[config.mk]
export PLATFORM = sky130hd
export DESIGN_NAME = ftmm_ctrl
export DESIGN_NICKNAME = d
export VERILOG_FILES = /design/src/sv/ftmm_pkg.sv /design/src/sv/ftmm_ctrl.sv
export SDC_FILE = /design/constraint.sdc
export NUM_CORES = 1
export LEC_CHECK = 0
export BUFFER_PORTS_ARGS = -buffer_cell sky130_fd_sc_hd__buf_2
export CAP_MARGIN = 20
export CORE_AREA = 2 2 39 41
export CTS_CLUSTER_DIAMETER = 60
export CTS_CLUSTER_SIZE = 20
export DETAILED_ROUTE_END_ITERATION = 6
export DIE_AREA = 0 0 41 43
export SKIP_LAST_GASP = 1
export SLEW_MARGIN = 10
export SYNTH_ARGS = -nofsm -noshare
export SYNTH_HDL_FRONTEND = slang
export SYNTH_SLANG_ARGS = --single-unit
export TNS_END_PERCENT = 5
[constraint.sdc]
create_clock -name i_clk -period 1.7 [get_ports i_clk]
set_input_delay 0.34 -clock i_clk [delete_from_list [all_inputs] [get_ports i_clk]]
set_output_delay 0.34 -clock i_clk [all_outputs]
set_load 0.005 [all_outputs]
[src/sv/ftmm_pkg.sv]
// ----------------------------------------------------------------------------
// ftmm_pkg
// Shared types, constants and helpers for the frame timing metrics monitor.
// ----------------------------------------------------------------------------
package ftmm_pkg;

    localparam int TIME_W      = 48;
    localparam int SUM_W       = 64;
    localparam int CNT_W       = 32;
    localparam int TGT_W       = 20;
    localparam int TOL_W       = 16;
    localparam int CFG_W       = 20;
    localparam int CMD_W       = 3;
    localparam int SEL_W       = 4;
    localparam int DEN_W       = 32;
    localparam int HIST_DEPTH_DEF = 32;

    localparam logic [TGT_W-1:0] TGT_RESET = TGT_W'(16667);
    localparam logic [TOL_W-1:0] TOL_RESET = TOL_W'(1500);

    // register indexes
    localparam logic REG_TARGET = 1'b0;
    localparam logic REG_TOL    = 1'b1;

    // commands
    localparam logic [CMD_W-1:0] OP_FRAME = 3'd0;
    localparam logic [CMD_W-1:0] OP_DROP  = 3'd1;
    localparam logic [CMD_W-1:0] OP_SKIP  = 3'd2;
    localparam logic [CMD_W-1:0] OP_READ  = 3'd3;
    localparam logic [CMD_W-1:0] OP_CLEAR = 3'd4;

    // metric selectors
    localparam logic [SEL_W-1:0] MET_TOTAL   = 4'd0;
    localparam logic [SEL_W-1:0] MET_AVG     = 4'd1;
    localparam logic [SEL_W-1:0] MET_WORST   = 4'd2;
    localparam logic [SEL_W-1:0] MET_LAT     = 4'd3;
    localparam logic [SEL_W-1:0] MET_QUEUE   = 4'd4;
    localparam logic [SEL_W-1:0] MET_SCHED   = 4'd5;
    localparam logic [SEL_W-1:0] MET_SWAP    = 4'd6;
    localparam logic [SEL_W-1:0] MET_DROP    = 4'd7;
    localparam logic [SEL_W-1:0] MET_SKIP    = 4'd8;
    localparam logic [SEL_W-1:0] MET_LATE    = 4'd9;
    localparam logic [SEL_W-1:0] MET_EARLY   = 4'd10;
    localparam logic [SEL_W-1:0] MET_BURST   = 4'd11;
    localparam logic [SEL_W-1:0] MET_FDEV    = 4'd12;
    localparam logic [SEL_W-1:0] MET_PDEV    = 4'd13;

    typedef enum logic [2:0] {
        S_IDLE, S_EXEC, S_DIV_START, S_DIV_WAIT, S_DEV_CHK, S_WALK
    } t_state;

    typedef enum logic [2:0] {
        JOB_QUEUE, JOB_SCHED, JOB_SWAP, JOB_LAT, JOB_FRAME, JOB_FDEV, JOB_PDEV
    } t_job;

    typedef struct packed {
        logic load;
        logic exec;
        logic div_start;
        logic div_store;
        t_job job;
        logic walk_start;
        logic walk_step;
    } t_ctrl_cmd;

    typedef struct packed {
        logic is_frame;
        logic fi_ok;
        logic dev_ok;
        logic walk_done;
        logic div_done;
        logic out_hold;
    } t_dp_stat;

    function automatic logic [CNT_W-1:0] sat_inc(input logic [CNT_W-1:0] x);
        return (x == '1) ? x : x + 1'b1;
    endfunction

    function automatic logic [SUM_W-1:0] sat_add(input logic [SUM_W-1:0] a,
                                                 input logic [TIME_W-1:0] b);
        logic [SUM_W:0] s;
        s = {1'b0, a} + (SUM_W+1)'(b);
        return s[SUM_W] ? '1 : s[SUM_W-1:0];
    endfunction

    function automatic logic [TIME_W-1:0] diff_or_zero(input logic [TIME_W-1:0] hi,
                                                       input logic [TIME_W-1:0] lo);
        return (hi > lo) ? hi - lo : '0;
    endfunction

endpackage

[src/sv/ftmm_ctrl.sv]
// ----------------------------------------------------------------------------
// ftmm_ctrl
// Controller: sequences item execution, divisions and the history walk.
// ----------------------------------------------------------------------------
module ftmm_ctrl (
    input  logic                  i_clk,
    input  logic                  i_rst_n,
    input  logic                  i_in_valid,
    output logic                  o_in_stall,
    input  ftmm_pkg::t_dp_stat    i_stat,
    output ftmm_pkg::t_ctrl_cmd   o_cmd
);
    import ftmm_pkg::*;

    t_state r_state, n_state;
    t_job   r_job, n_job;
    logic   accept;

    assign o_in_stall = (r_state != S_IDLE) || i_stat.out_hold;
    assign accept     = i_in_valid && !o_in_stall;

    always_ff @(posedge i_clk) begin
        if (!i_rst_n) begin
            r_state <= S_IDLE;
            r_job   <= JOB_QUEUE;
        end else begin
            r_state <= n_state;
            r_job   <= n_job;
        end
    end

    // next state
    always_comb begin
        n_state = r_state;
        n_job   = r_job;
        unique case (r_state)
            S_IDLE: if (accept) n_state = S_EXEC;
            S_EXEC: begin
                n_job   = JOB_QUEUE;
                n_state = i_stat.is_frame ? S_DIV_START : S_IDLE;
            end
            S_DIV_START: n_state = S_DIV_WAIT;
            S_DIV_WAIT: begin
                if (i_stat.div_done) begin
                    unique case (r_job)
                        JOB_QUEUE: begin n_job = JOB_SCHED; n_state = S_DIV_START; end
                        JOB_SCHED: begin n_job = JOB_SWAP;  n_state = S_DIV_START; end
                        JOB_SWAP:  begin n_job = JOB_LAT;   n_state = S_DIV_START; end
                        JOB_LAT: begin
                            if (i_stat.fi_ok) begin
                                n_job   = JOB_FRAME;
                                n_state = S_DIV_START;
                            end else begin
                                n_state = S_DEV_CHK;
                            end
                        end
                        JOB_FRAME: n_state = S_DEV_CHK;
                        JOB_FDEV:  begin n_job = JOB_PDEV; n_state = S_DIV_START; end
                        JOB_PDEV:  n_state = S_IDLE;
                        default:   n_state = S_IDLE;
                    endcase
                end
            end
            S_DEV_CHK: n_state = i_stat.dev_ok ? S_WALK : S_IDLE;
            S_WALK: begin
                if (i_stat.walk_done) begin
                    n_job   = JOB_FDEV;
                    n_state = S_DIV_START;
                end
            end
            default: n_state = S_IDLE;
        endcase
    end

    // outputs
    always_comb begin
        o_cmd            = '0;
        o_cmd.job        = r_job;
        o_cmd.load       = accept;
        o_cmd.exec       = (r_state == S_EXEC);
        o_cmd.div_start  = (r_state == S_DIV_START);
        o_cmd.div_store  = (r_state == S_DIV_WAIT) && i_stat.div_done;
        o_cmd.walk_start = (r_state == S_DEV_CHK);
        o_cmd.walk_step  = (r_state == S_WALK);
    end

endmodule
# Word level (Yosys, flattened, before mapping)
# Index checks and enable logic that the tools add are counted.
dict set report totals {
  ff_bits 6
  out_inout_bits 10
  word_cells 41
}
dict set report classes {
  n_eq_ne 15
  muxes 13
  reduce_logical 11
}
# operator n
set op_table {}
lappend op_table {{$mux 3} 8}
lappend op_table {{$pmux 3 s3} 2}
lappend op_table {{$pmux 3 s6} 1}
lappend op_table {{$pmux 3 s5} 1}
lappend op_table {{$eq 3x2->1 const B} 4}
lappend op_table {{$eq 3x3->1 const B} 4}
lappend op_table {{$eq 3x1->1 const B} 2}
lappend op_table {{$logic_not 3->1} 2}
lappend op_table {{$ne 2x2->1 const B} 3}
lappend op_table {{$ne 6x1->1 const B} 1}
lappend op_table {{$reduce_bool 3->1} 2}
lappend op_table {{$reduce_and 5->1} 1}
lappend op_table {{$reduce_or 4->1} 1}
lappend op_table {{$ne 3x3->1 const B} 1}
lappend op_table {{$reduce_and 3->1} 1}
lappend op_table {{$logic_and 1x1->1} 2}
lappend op_table {{$mux 2} 1}
lappend op_table {{$logic_not 1->1} 1}
lappend op_table {{$logic_or 1x1->1} 1}

# Depth between registers and ports, before layout
dict set report logic_depth {
  word_depth 6
  ltp_mapped 5
}

# Worst setup path after synthesis
# No wires, ideal clock.
dict set report synth_timing {
  kind {reg-to-output}
  start {register r_state[2]}
  end {output o_in_stall}
  arrival_ns 1.028
  path_slack_ns 0.332
  path_stages_with_launch 4
  n_path_buf 1
  cell_sequence {dfxtp_1 -> buf_6 -> or3_4 -> or2_2}
}
dict set report synth_between {
  elab_chain_cells 2
}
# item line_no
set synth_lines {}
lappend synth_lines {{from (decl)} ftmm_ctrl.sv:15} ;# t_state r_state, n_state;
lappend synth_lines {{from (signal assigned)} ftmm_ctrl.sv:27} ;# r_state <= n_state;
lappend synth_lines {{$reduce_bool 3->1} ftmm_ctrl.sv:19} ;# assign o_in_stall = (r_state != S_IDLE) || i_stat.out_hold;
lappend synth_lines {{$logic_or 1x1->1} ftmm_ctrl.sv:19}
lappend synth_lines {{to (decl)} ftmm_ctrl.sv:9} ;# output logic o_in_stall,
# Every way passes these cells.

# Worst setup path after layout
# Same ends and word-level chain as after synthesis.

==> results.txt <==
----------------------------------------------------
[Outcome]
  Status ... complete, no violations

[STA]
  Count of endpoints failing setup in the final report ... 0
  Unrepaired setup endpoints after global routing ... yes
  Maximum clock frequency ... 0.593 GHz
  Count of final hold-check violations ... 0
  Final max-slew violation count ... 0
  Worst setup margin ... 0.0135 ns
  Worst relative slew slack ... 81.7%
  Transition time at the pin with the least slew margin ... 0.272 ns
  Clock Skew ... 0.0102 ns
  Ratio of final minimum period to clock period ... 99.2%
  Min Clock Period, post-route ... 1.69 ns

[Route]
  Total wire length after detailed routing ... 1180 um
  DRC marker count from the first detailed-route iteration ... 14
  Post-route antenna net violation count ... 0
  Pre-antenna DRT Iters ... 4
  DRC violations left ... 0
  Via count ... 537
  Wire length per cell ... 11.6 um
  Via-per-instance ratio ... 5.26

[Logic synthesis]
  Yosys synthesis warning count ... 0
  Number of distinct library cell variants in the gate-level netlist after synthesis ... 38
  Synthesized instance count ... 64
  Number of nets produced by synthesis ... 73
  Register bit total from synthesis ... 6
  Synth Flop Type ... sky130_fd_sc_hd__dfxtp_1
  Average instance area after synthesis ... 7.80 sq um
  Number of synthesized flops with an enable pin ... 0
  Sequential fraction of the synthesis area ... 24.1%
  Mapped cell area ... 499 sq um
  Async set-reset flop share out of synthesis ... 0%

[Die]
  Initial core utilization ... 36.1%
  Die boundary height ... 43 um
  Placement row count ... 14
  Total die area ... 1760 sq um
  Chip Width ... 41 um
  Area inside the core boundary ... 1380 sq um
  # IOs ... 19

[Global route]
  Wire length of the first global-routing pass ... 1990 um
  Vias in the first global route ... 489
  Overall global routing resource usage ... 16.4%
  Initial antenna violation count ... 0
  Pin count of the biggest net entering global routing ... 13
  Sum of overflow across all layers after global routing ... 0

[Placement]
  Worst Setup Slack post-DPL ... 0.228 ns
  Placed Cells incl. Taps ... 96
  DP Area ... 593 sq um
  Last weighted congestion value of the routability-driven placer ... 0.726
  DP Wirelength ... 914 um
  Quantity of I/O buffers inserted on ports ... 18

[Clock tree]
  Buffers from clock root to sink, at most ... 2
  CTS clk-pin slew, worst paths ... 0.05 ns
  Clk root buf ... sky130_fd_sc_hd__clkbuf_4
  Clock latency reported for the late side of the worst-skew pair ... 0.24 ns
  Clock tree sinks ... 6
  CTS HTree Levels ... 1
  Clock buffer count from CTS ... 3
  TritonCTS clock tree ... built

[Worst hold path]
  Type of the worst min-delay path ... primary input to flop
  Worst Hold Path Cells ... 3

[Pwr]
  Worst VDD drop ... 0.395 mV
  Leakage Power ... 0.000296 uW
  Pwr Density ... 747 nW/um^2

[Cells and area]
  Ant diodes ... 0
  Synthesis-to-finish area growth ... 30.3%
  Fillers ... 153
  Finished Layout Cells ... 102
  Finished layout cell area ... 651 sq um
  Final core utilization ... 47.0%
  Share of post-route cells with drive strength above 1 ... 38.4%
  Nets ... 97
  Most common cell after layout, fill and taps aside ... sky130_fd_sc_hd__buf_2
  Commonest cells after routing, fill and taps aside ... sky130_fd_sc_hd__buf_2 (17), sky130_fd_sc_hd__nor2_1 (5), sky130_fd_sc_hd__buf_4 (5), sky130_fd_sc_hd__dfxtp_1 (5)

[Critical path]
  CP delay by family, top ... simple AND/OR/NAND/NOR gates
  Flop-to-flop setup slack ... 0.33 ns
  Largest fanout on the critical path ... 7
  Critical path class ... flop to primary output
  Longest individual stage delay on the worst path ... 0.41 ns
  Cell type of the slowest stage on the worst timing path ... sky130_fd_sc_hd__or3_4
  Worst path buffer plus inverter count ... 1
  Depth of the most critical reg-to-reg path ... 6
  CP required ... 1.36 ns
  Sort of element at the end of the critical path ... primary output
  Ordered list of cells on the worst path ... or3_4 -> or2_4 -> buf_6
  Path length in cells of the critical path ... 3
  Critical Path Start Type ... flop
  Arrival time worst endpoint ... 1.35 ns

[Job]
  Number of maximum-capacitance violations ... 0

----------------------------------------------------
sequential cells by signal (all words and copies together) (netlist names):
| register | count |
|---|---|
| r_state | 3 |
| r_job | 3 |
per-layer routing:
| metal | part of all wire [%] | track usage, % |
|---|---|---|
| met3 | 3.2 | 3.66 |
| met1 | 46 | 20.1 |
| met4 | 1.1 | 9.33 |
| met2 | 50 | 25.0 |
| met5 | 0 | 0 |
cells in the mapped netlist, types with 2 or more instances:
library cell               instances  area, sq um
sky130_fd_sc_hd__buf_4             2         15.0
sky130_fd_sc_hd__nor2_1            5         18.8
sky130_fd_sc_hd__dfxtp_1           6          120
sky130_fd_sc_hd__nand2_1           4         15.0
sky130_fd_sc_hd__inv_1             3         11.3
sky130_fd_sc_hd__nand2b_1          4         25.0
sky130_fd_sc_hd__o21ai_1           3         15.0
sky130_fd_sc_hd__and2_1            2         12.5
sky130_fd_sc_hd__o21ai_0           2         10.0
sky130_fd_sc_hd__a21oi_1           2         10.0
sky130_fd_sc_hd__nor2b_1           4         25.0
logic make-up (layout without fill, tap and decap cells):
kind of cell	count (synthesis)	after routing	share of synthesized area, %
buf+inv	7	29	8.52
mux	1	1	2.01
flops	6	6	24.1
compound gates	21	21	29.8
simple gates	29	29	35.6
worst min-delay path: cells and delay by family:
family	cells	cell delay (ns)
buffers and inverters	1	0.15
AO/OA/AOI/OAI	1	0.06
AND/OR/NAND/NOR	1	0.07
worst paths after layout:
kind                   start          to
setup / recovery  r_state[2]  o_in_stall
hold / removal       i_rst_n    r_job[1]
setup reg to reg  r_state[2]    r_job[0]
hold reg to reg     r_job[1]    r_job[1]
area by class of cell:
cell class                      count  area, sq um  area share [%]
Clock buffer                        3         22.5            3.46
Inverter                            3         11.3            1.73
Multi-Input combinational cell     51          339            52.1
Sequential cell                     6          124            19.0
Tap cell                           16         20.0            3.08
Timing Repair Buffer               23          134            20.6
report_power, final:
group	switching, uW	internal [uW]
Clock	51.7	79.9
Combinational	92.7	99.2
Sequential	11.1	152
Total	155	331
through the flow:
stage | setup TNS [ns] | hold slack [ns] | total power, uW
3_3_place_gp | 0 | 0.505 | 340
3_5_place_dp | 0 | 0.509 | 341
6_report | 0 | 0.417 | 486
5_1_grt | -0.0340 | 0.437 | 525
2_1_floorplan | 0 | 0.474 | 290
4_1_cts | 0 | 0.410 | 477
timing repair:
| item | in CTS | in global routing |
|---|---|---|
| cloned | 0 | 0 |
| pin swaps | 0 | 1 |
| hold buffers | 0 | 0 |
| gates resized for setup | 1 | 3 |
| setup buffers | 0 | 3 |
| endpoints found under the setup margin | 1 | 1 |
Power figures use the tool's default switching activity.
